### config.mk
export PLATFORM = sky130hd
export DESIGN_NAME = rms_sound_activity_gate
export DESIGN_NICKNAME = d
export VERILOG_FILES = /design/src/design/rsag_pkg.sv /design/src/design/rsag_front.sv /design/src/design/rsag_queue.sv /design/src/design/rsag_back.sv /design/src/design/rms_sound_activity_gate.sv
export SDC_FILE = /design/constraint.sdc
export NUM_CORES = 2
export LEC_CHECK = 0
export BUFFER_PORTS_ARGS = -buffer_cell sky130_fd_sc_hd__buf_2
export CORE_MARGIN = 1.5
export CORE_UTILIZATION = 30
export CTS_CLUSTER_DIAMETER = 60
export DETAILED_ROUTE_END_ITERATION = 6
export PLACE_DENSITY = 0.43
export SLEW_MARGIN = 15
export SYNTH_ARGS = -nofsm -noshare
export SYNTH_HDL_FRONTEND = slang
export SYNTH_SLANG_ARGS = --single-unit
### constraint.sdc
create_clock -name i_clk -period 13.6 [get_ports i_clk]
set_clock_uncertainty 0.05 [all_clocks]
set_input_delay 0.68 -clock i_clk [delete_from_list [all_inputs] [get_ports i_clk]]
set_output_delay 0.68 -clock i_clk [all_outputs]
set_load 0.005 [all_outputs]
### src/design/rsag_pkg.sv
// Package for the RMS sound activity gate: payload structs, config
// register codes, widths and the frame record passed front to back.
// No dependencies.
`timescale 1ns / 1ps
`default_nettype none
package rsag_pkg;

    localparam int MAX_FRAME_SAMPLES = 1024;
    localparam int CNT_W             = $clog2(MAX_FRAME_SAMPLES + 1);
    localparam int SAMPLE_W          = 16;
    localparam int ENERGY_W          = 41;
    localparam int THRESH_W          = 31;
    localparam int TIME_W            = 32;
    localparam int PROD_W            = THRESH_W + CNT_W;
    localparam int CFG_IDX_W         = 2;
    localparam int CFG_DATA_W        = 32;

    // frame record queue between front and back
    localparam int QDEPTH = 4;
    localparam int QPTR_W = $clog2(QDEPTH);
    localparam int QCNT_W = $clog2(QDEPTH + 1);

    localparam logic [THRESH_W-1:0] OPEN_ENERGY_RST  = THRESH_W'(107374);
    localparam logic [THRESH_W-1:0] CLOSE_ENERGY_RST = THRESH_W'(33955);
    localparam logic [TIME_W-1:0]   HANGOVER_MS_RST  = TIME_W'(10000);

    localparam logic [CFG_IDX_W-1:0] CFG_OPEN_ENERGY  = 2'd0;
    localparam logic [CFG_IDX_W-1:0] CFG_CLOSE_ENERGY = 2'd1;
    localparam logic [CFG_IDX_W-1:0] CFG_HANGOVER_MS  = 2'd2;

    typedef struct packed {
        logic signed [SAMPLE_W-1:0] sample;
        logic                       frame_last;
        logic [TIME_W-1:0]          time_ms;
        logic                       inhibit;
    } t_in_item;

    typedef struct packed {
        logic                gate_active;
        logic                gate_opened;
        logic                gate_closed;
        logic [ENERGY_W-1:0] frame_energy;
    } t_out_item;

    typedef struct packed {
        logic [ENERGY_W-1:0] energy;
        logic [CNT_W-1:0]    count;
        logic [TIME_W-1:0]   time_ms;
        logic                inhibit;
    } t_frame_rec;

    typedef struct packed {
        logic [THRESH_W-1:0] open_energy;
        logic [THRESH_W-1:0] close_energy;
        logic [TIME_W-1:0]   hangover_ms;
    } t_cfg;

    typedef struct packed {
        logic push;
        logic pop;
    } t_q_ctrl;

    typedef struct packed {
        logic full;
        logic empty;
    } t_q_status;

endpackage
`default_nettype wire

### src/design/rsag_front.sv
// Front end: squares each sample and accumulates frame energy and count,
// up to MAX_FRAME_SAMPLES samples; on the last sample of a frame it emits a frame record. Uses rsag_pkg.
`timescale 1ns / 1ps
`default_nettype none
module rsag_front (
    input  wire logic                i_clk,
    input  wire logic                i_rst_n,
    input  wire logic                i_in_valid,
    output logic                     o_in_stall,
    input  wire rsag_pkg::t_in_item  i_in_item,
    input  wire rsag_pkg::t_q_status i_q_status,
    output logic                     o_push,
    output rsag_pkg::t_frame_rec     o_rec
);

    logic [rsag_pkg::ENERGY_W-1:0] r_sum, n_sum;
    logic [rsag_pkg::CNT_W-1:0]    r_cnt, n_cnt;
    logic [rsag_pkg::SAMPLE_W:0]   mag;
    logic [2*rsag_pkg::SAMPLE_W+1:0] sq;
    logic [rsag_pkg::ENERGY_W:0]   sum_wide;
    logic                          accept;
    logic                          take;

    assign o_in_stall = i_q_status.full;
    assign accept     = i_in_valid && !o_in_stall;
    assign take       = r_cnt < rsag_pkg::CNT_W'(rsag_pkg::MAX_FRAME_SAMPLES);

    always_comb begin
        mag = i_in_item.sample[rsag_pkg::SAMPLE_W-1]
            ? ((rsag_pkg::SAMPLE_W+1)'(0) - {i_in_item.sample[rsag_pkg::SAMPLE_W-1],
                                             i_in_item.sample})
            : {1'b0, i_in_item.sample};
        sq       = mag * mag;
        sum_wide = {1'b0, r_sum}
                 + (rsag_pkg::ENERGY_W+1)'(sq);
        if (!take) begin
            n_sum = r_sum;
            n_cnt = r_cnt;
        end else begin
            // saturate at all ones
            n_sum = sum_wide[rsag_pkg::ENERGY_W] ? '1 : sum_wide[rsag_pkg::ENERGY_W-1:0];
            n_cnt = r_cnt + rsag_pkg::CNT_W'(1);
        end
    end

    assign o_push        = accept && i_in_item.frame_last;
    assign o_rec.energy  = n_sum;
    assign o_rec.count   = n_cnt;
    assign o_rec.time_ms = i_in_item.time_ms;
    assign o_rec.inhibit = i_in_item.inhibit;

    always_ff @(posedge i_clk) begin
        if (!i_rst_n) begin
            r_sum <= '0;
            r_cnt <= '0;
        end else if (accept) begin
            if (i_in_item.frame_last) begin
                r_sum <= '0;
                r_cnt <= '0;
            end else begin
                r_sum <= n_sum;
                r_cnt <= n_cnt;
            end
        end
    end

endmodule
`default_nettype wire

### src/design/rsag_queue.sv
// Short queue of frame records between front and back end.
// Register based, read at the head pointer. Uses rsag_pkg.
`timescale 1ns / 1ps
`default_nettype none
module rsag_queue (
    input  wire logic                 i_clk,
    input  wire logic                 i_rst_n,
    input  wire rsag_pkg::t_q_ctrl    i_ctrl,
    input  wire rsag_pkg::t_frame_rec i_wr_rec,
    output rsag_pkg::t_frame_rec      o_rd_rec,
    output rsag_pkg::t_q_status       o_status
);

    rsag_pkg::t_frame_rec r_mem [rsag_pkg::QDEPTH];
    logic [rsag_pkg::QPTR_W-1:0] r_wr_ptr, r_rd_ptr;
    logic [rsag_pkg::QCNT_W-1:0] r_count;
    logic                        do_push, do_pop;

    assign o_status.full  = r_count == rsag_pkg::QCNT_W'(rsag_pkg::QDEPTH);
    assign o_status.empty = r_count == '0;
    assign do_push        = i_ctrl.push && !o_status.full;
    assign do_pop         = i_ctrl.pop && !o_status.empty;
    assign o_rd_rec       = r_mem[r_rd_ptr];

    always_ff @(posedge i_clk) begin
        if (!i_rst_n) begin
            r_wr_ptr <= '0;
            r_rd_ptr <= '0;
            r_count  <= '0;
        end else begin
            if (do_push) begin
                r_wr_ptr <= r_wr_ptr + rsag_pkg::QPTR_W'(1);
            end
            if (do_pop) begin
                r_rd_ptr <= r_rd_ptr + rsag_pkg::QPTR_W'(1);
            end
            if (do_push && !do_pop) begin
                r_count <= r_count + rsag_pkg::QCNT_W'(1);
            end else if (do_pop && !do_push) begin
                r_count <= r_count - rsag_pkg::QCNT_W'(1);
            end
        end
    end

    always_ff @(posedge i_clk) begin
        if (do_push) begin
            r_mem[r_wr_ptr] <= i_wr_rec;
        end
    end

endmodule
`default_nettype wire

### src/design/rsag_back.sv
// Back end: threshold products, hysteresis/hangover decision and the
// output register. Uses rsag_pkg.
`timescale 1ns / 1ps
`default_nettype none
module rsag_back (
    input  wire logic                 i_clk,
    input  wire logic                 i_rst_n,
    input  wire rsag_pkg::t_cfg       i_cfg,
    input  wire rsag_pkg::t_frame_rec i_rec,
    input  wire rsag_pkg::t_q_status  i_q_status,
    output logic                      o_pop,
    output logic                      o_out_valid,
    input  wire logic                 i_out_stall,
    output rsag_pkg::t_out_item       o_out_item
);

    localparam int PAD_W = rsag_pkg::PROD_W - rsag_pkg::ENERGY_W;

    logic                        adv;
    logic                        r_b1_valid;
    rsag_pkg::t_frame_rec        r_b1_rec;
    logic [rsag_pkg::PROD_W-1:0] r_open_prod, r_close_prod;
    logic [rsag_pkg::PROD_W-1:0] energy_ext;

    logic                        r_active, n_active;
    logic                        r_timing, n_timing;
    logic [rsag_pkg::TIME_W-1:0] r_start, n_start;
    logic [rsag_pkg::TIME_W-1:0] elapsed;

    logic                        r_out_valid;
    rsag_pkg::t_out_item         r_out_item;

    // whole back pipeline moves together when the output slot frees up
    assign adv   = !r_out_valid || !i_out_stall;
    assign o_pop = adv && !i_q_status.empty;

    assign energy_ext = {{PAD_W{1'b0}}, r_b1_rec.energy};
    assign elapsed    = r_b1_rec.time_ms - r_start;

    always_comb begin
        n_active = r_active;
        n_timing = r_timing;
        n_start  = r_start;
        if (r_active) begin
            if (energy_ext > r_close_prod) begin
                n_timing = 1'b0;
            end else if (!r_timing) begin
                // first quiet frame only arms the timer
                n_timing = 1'b1;
                n_start  = r_b1_rec.time_ms;
            end else if (elapsed >= i_cfg.hangover_ms) begin
                n_active = 1'b0;
                n_timing = 1'b0;
            end
        end else if (energy_ext > r_open_prod) begin
            n_active = 1'b1;
            n_timing = 1'b0;
        end
        if (r_b1_rec.inhibit) begin
            n_active = 1'b0;
            n_timing = 1'b0;
        end
    end

    always_ff @(posedge i_clk) begin
        if (!i_rst_n) begin
            r_b1_valid  <= 1'b0;
            r_out_valid <= 1'b0;
            r_active    <= 1'b0;
            r_timing    <= 1'b0;
            r_start     <= '0;
        end else if (adv) begin
            r_b1_valid  <= !i_q_status.empty;
            r_out_valid <= r_b1_valid;
            if (r_b1_valid) begin
                r_active <= n_active;
                r_timing <= n_timing;
                r_start  <= n_start;
            end
        end
    end

    always_ff @(posedge i_clk) begin
        if (adv) begin
            r_b1_rec     <= i_rec;
            r_open_prod  <= {{rsag_pkg::CNT_W{1'b0}}, i_cfg.open_energy}
                          * {{rsag_pkg::THRESH_W{1'b0}}, i_rec.count};
            r_close_prod <= {{rsag_pkg::CNT_W{1'b0}}, i_cfg.close_energy}
                          * {{rsag_pkg::THRESH_W{1'b0}}, i_rec.count};
            r_out_item.gate_active  <= n_active;
            r_out_item.gate_opened  <= !r_active && n_active;
            r_out_item.gate_closed  <= r_active && !n_active;
            r_out_item.frame_energy <= r_b1_rec.energy;
        end
    end

    assign o_out_valid = r_out_valid;
    assign o_out_item  = r_out_item;

endmodule
`default_nettype wire

### src/design/rms_sound_activity_gate.sv
// RMS sound activity gate, top level: config registers, front end,
// frame record queue and back end. Uses rsag_pkg and the rsag_* modules.
// Throughput: one sample per cycle; upstream stalls only when 4 frame
//   records wait in the queue behind a stalled output.
// Path: a frame-last sample's result is registered through the queue, the
//   product stage and the decision/output register; an output stall can hold it.
// Reset (sync, active low): clears sums, queue, gate state and valids;
//   config registers return to their defaults.
`timescale 1ns / 1ps
`default_nettype none
module rms_sound_activity_gate (
    input  wire logic                              i_clk,
    input  wire logic                              i_rst_n,
    input  wire logic                              i_in_valid,
    output logic                                   o_in_stall,
    input  wire rsag_pkg::t_in_item                i_in_item,
    output logic                                   o_out_valid,
    input  wire logic                              i_out_stall,
    output rsag_pkg::t_out_item                    o_out_item,
    input  wire logic                              i_cfg_we,
    input  wire logic [rsag_pkg::CFG_IDX_W-1:0]    i_cfg_index,
    input  wire logic [rsag_pkg::CFG_DATA_W-1:0]   i_cfg_data
);

    rsag_pkg::t_cfg       r_cfg;
    rsag_pkg::t_q_ctrl    q_ctrl;
    rsag_pkg::t_q_status  q_status;
    rsag_pkg::t_frame_rec push_rec, head_rec;
    logic                 push, pop;

    always_ff @(posedge i_clk) begin
        if (!i_rst_n) begin
            r_cfg.open_energy  <= rsag_pkg::OPEN_ENERGY_RST;
            r_cfg.close_energy <= rsag_pkg::CLOSE_ENERGY_RST;
            r_cfg.hangover_ms  <= rsag_pkg::HANGOVER_MS_RST;
        end else if (i_cfg_we) begin
            unique case (i_cfg_index)
                rsag_pkg::CFG_OPEN_ENERGY: begin
                    r_cfg.open_energy <= i_cfg_data[rsag_pkg::THRESH_W-1:0];
                end
                rsag_pkg::CFG_CLOSE_ENERGY: begin
                    r_cfg.close_energy <= i_cfg_data[rsag_pkg::THRESH_W-1:0];
                end
                rsag_pkg::CFG_HANGOVER_MS: begin
                    r_cfg.hangover_ms <= i_cfg_data[rsag_pkg::TIME_W-1:0];
                end
                default: begin
                end
            endcase
        end
    end

    assign q_ctrl.push = push;
    assign q_ctrl.pop  = pop;

    rsag_front u_front (
        .i_clk      (i_clk),
        .i_rst_n    (i_rst_n),
        .i_in_valid (i_in_valid),
        .o_in_stall (o_in_stall),
        .i_in_item  (i_in_item),
        .i_q_status (q_status),
        .o_push     (push),
        .o_rec      (push_rec)
    );

    rsag_queue u_queue (
        .i_clk    (i_clk),
        .i_rst_n  (i_rst_n),
        .i_ctrl   (q_ctrl),
        .i_wr_rec (push_rec),
        .o_rd_rec (head_rec),
        .o_status (q_status)
    );

    rsag_back u_back (
        .i_clk       (i_clk),
        .i_rst_n     (i_rst_n),
        .i_cfg       (r_cfg),
        .i_rec       (head_rec),
        .i_q_status  (q_status),
        .o_pop       (pop),
        .o_out_valid (o_out_valid),
        .i_out_stall (i_out_stall),
        .o_out_item  (o_out_item)
    );

    // a frame record is never offered to a full queue
    a_no_overflow: assert property (@(posedge i_clk) disable iff (!i_rst_n)
        push |-> !q_status.full)
        else $error("frame record pushed into full queue");

    a_open_active: assert property (@(posedge i_clk) disable iff (!i_rst_n)
        o_out_valid && o_out_item.gate_opened |-> o_out_item.gate_active)
        else $error("open edge without active gate");

    a_close_idle: assert property (@(posedge i_clk) disable iff (!i_rst_n)
        o_out_valid && o_out_item.gate_closed |-> !o_out_item.gate_active)
        else $error("close edge with active gate");

    // a result leaves only after a request went through the queue
    a_out_from_pop: assert property (@(posedge i_clk) disable iff (!i_rst_n)
        $rose(o_out_valid) |-> $past(pop, 2))
        else $error("result without queued frame");

endmodule
`default_nettype wire
==> results.sh <==
export IMPL_netlist_instances=5608
export IMPL_post_drt_wl_per_cell_um=19.8
export IMPL_synth_distinct_cells=92
export IMPL_maxSlewHeadroom=0.197
export IMPL_grt_use_total=0.167
export IMPL_period_share=0.657
export IMPL_dr_first_iter_drc_count=2106
export IMPL_final_common_cell="inv_1"
export IMPL_hold_path_class="primary input to flip-flop"
export IMPL_coreArea_um2=198000
export IMPL_worstSetupStartpointType="flip-flop"
export IMPL_vias=39100
export IMPL_fin_hold_ws_ns=0.145
export IMPL_place_gp_congestion=0.841
export IMPL_final_cell_mix="inv_1 (915), nand2_1 (878), fa_1 (743), edfxtp_1 (542), ha_1 (426)"
export IMPL_area_growth_pct=11.0
export IMPL_cts_buffer_depth=3
export IMPL_grt_max_degree=79
export IMPL_antenna_found_initial=9
export IMPL_cts_tree="built"
export IMPL_numCtsBuffers=92
export IMPL_cts_resized=0
export IMPL_synth_area_per_cell_um2=10.7
export IMPL_maxCapViolations=0
export IMPL_setup_tns_final_ns=0
export IMPL_wl_mm=166
export IMPL_cts_htree_levels=3
export IMPL_synthFlopType="edfxtp_1"
export IMPL_yosysWarnings=0
export IMPL_route_antenna_remaining_nets=0
export IMPL_setup_violations=0
export IMPL_seq_area_frac_synth=0.335
export IMPL_rsz0062_at_grt="false"
export IMPL_worst_setup_path_type="flip-flop to flip-flop"
export IMPL_cts_root_buffer="clkbuf_16"
export IMPL_report_final_slew_viol_count=0
export IMPL_cts_sinks=733
export IMPL_cts_setup_buffers=0
export IMPL_initial_utilization=0.303
export IMPL_drcViolationCount=0
export IMPL_pre_cts_slack_ns=4.27
export IMPL_clk_latency_ns=0.71
export IMPL_synth_seq_cells=733
export IMPL_cp_data_arrival_time_ns=9.35
export IMPL_drive_gt1_frac=0.0786
export IMPL_post_route_util=0.336
export IMPL_crit_path_end_kind="flip-flop"
export IMPL_cts_hold_buf=0
export IMPL_drtPass1Iterations=5
export IMPL_grt_pass1_vias=41600
export IMPL_fp_dieH_um=450
export IMPL_hpwl_mm=128
export IMPL_overflow=0
export IMPL_grt_first_pass_wirelength_mm=260
export IMPL_async_reset_ff_frac=0
export IMPL_path_max_fanout=51
export IMPL_synth_edf_count=542
export IMPL_layout_min_cycle_time_ns=8.94
export IMPL_design_die_area_um2=203000
export IMPL_status="completed"
export IMPL_port_buffers=134
export IMPL_die_w_um=450
export IMPL_fmax_mhz=112
export IMPL_layout_nets=6934
export IMPL_hold_viol=0
export IMPL_io_pins=135
export IMPL_row_count=163
export IMPL_worstMarginPinSlew_ns=1.20
export IMPL_clk_pin_slew_ns=0.06
export IMPL_setup_ws_ns=4.66
export IMPL_viasPerCell=4.66
export IMPL_cp_required_ns=14.01
export IMPL_syn_area_um2=60000
-- worst paths after layout --
path,startpoint,to,slack [ns],cells past startpoint
setup / recovery,flip-flop,u_back.r_open_prod[41],4.66,21
setup reg to reg,flip-flop,u_back.r_open_prod[41],4.66,21
hold reg to reg,r_cfg[18],r_cfg[18],0.40,2
hold / removal,i_in_item[12],u_queue.r_mem[3][12],0.15,1
-- cell type report --
type	instances	area (µm²)
Clock buffer	115	2460
Inverter	923	3470
Multi-Input combinational cell	3747	35700
Antenna cell	1	2.50
Clock inverter	55	551
Fill cell	20000	131000
Timing Repair Buffer	179	1010
Tap cell	2640	3300
Sequential cell	733	20100
-- metal layers --
layer | GRT usage | part of all wire | vias up
li1 | - | - | 18400
met1 | 0.237 | 0.48 | 20000
met2 | 0.275 | 0.47 | 590
met3 | 0.0159 | 0.029 | 159
met4 | 0.0358 | 0.018 | 4
met5 | 0 | 0.00014 | -
-- stage by stage --
stage	cells	area [µm²]
final	8393	66600
after global routing	8393	66600
after CTS	8392	66600
after detailed placement	8222	63600
after global placement	8222	63600
after floorplan	5645	60100
-- Yosys cell counts, types with 17 or more instances --
master    number  area, µm²
inv_1        915       3430
nor2_1       148        556
nand3_1       54        270
dfxtp_1      191       3820
nand2_1      879       3300
xor2_1        58        508
a21o_1       117        878
xnor2_1      105        920
nor3_1        32        160
o21a_1        29        218
ha_1         426       5330
clkbuf_1     226        848
o21ai_1       52        260
a22o_1        19        166
edfxtp_1     542      16300
nand2b_1      34        213
o21ai_0       75        375
and3_1        19        119
nand4_1       37        231
nor2b_1       20        125
fa_1         743      14900
a21oi_1      263       1320
mux4_2        85       1910
mux2i_1       35        350
o21bai_1      17        128
and2_1       250       1560
a211oi_1      18        135
-- critical path, cell delays in order (launching register included) --
cell and delay [ns]:
dfxtp_4 0.76, buf_4 0.77, mux4_2 0.55, buf_4 0.58, nand2_1 0.17, fa_1 0.61, fa_1 0.44, fa_1 0.52
fa_1 0.46, fa_1 0.51, inv_1 0.05, ha_1 0.35, and3_1 0.22, and3_1 0.21, a21boi_1 0.18, or4b_1 0.54
a31o_2 0.33, a21boi_1 0.23, o211ai_1 0.14, a31oi_2 0.25, o21ai_1 0.13, xnor2_1 0.39
-- cell families (layout without fill, tap and decap cells) --
kind of cell               Yosys count  in the layout  synth area share
and+or+nand+nor                   1536           1536             0.117
adders and majority gates         1169           1169             0.337
buffers and inverters             1165           1272            0.0730
DFF                                733            733             0.335
AOI/OAI and AO/OA                  716            716            0.0757
xor gates and xnor gates           163            163            0.0238
muxes                              124            124            0.0385
other                                2             40          0.000125
-- flip-flops by register name, indices dropped and copies added (netlist names), named ones only --
signal,flops
u_back.r_timing,1
u_back.o_out_item,44
u_back.r_open_prod,42
u_back.energy_ext,41
u_queue.r_wr_ptr,2
u_front.r_sum,41
u_queue.r_rd_ptr,2
u_queue.r_mem,340
u_queue.r_count,3
u_back.o_out_valid,1
u_back.r_start,32
u_back.r_b1_rec,33
u_back.r_active,1
r_cfg,94
u_back.r_close_prod,42
u_front.r_cnt,11
u_back.r_b1_valid,1
Power is not shown: default switching activity piles up to over one toggle a cycle in this logic, so the estimate is an artifact.
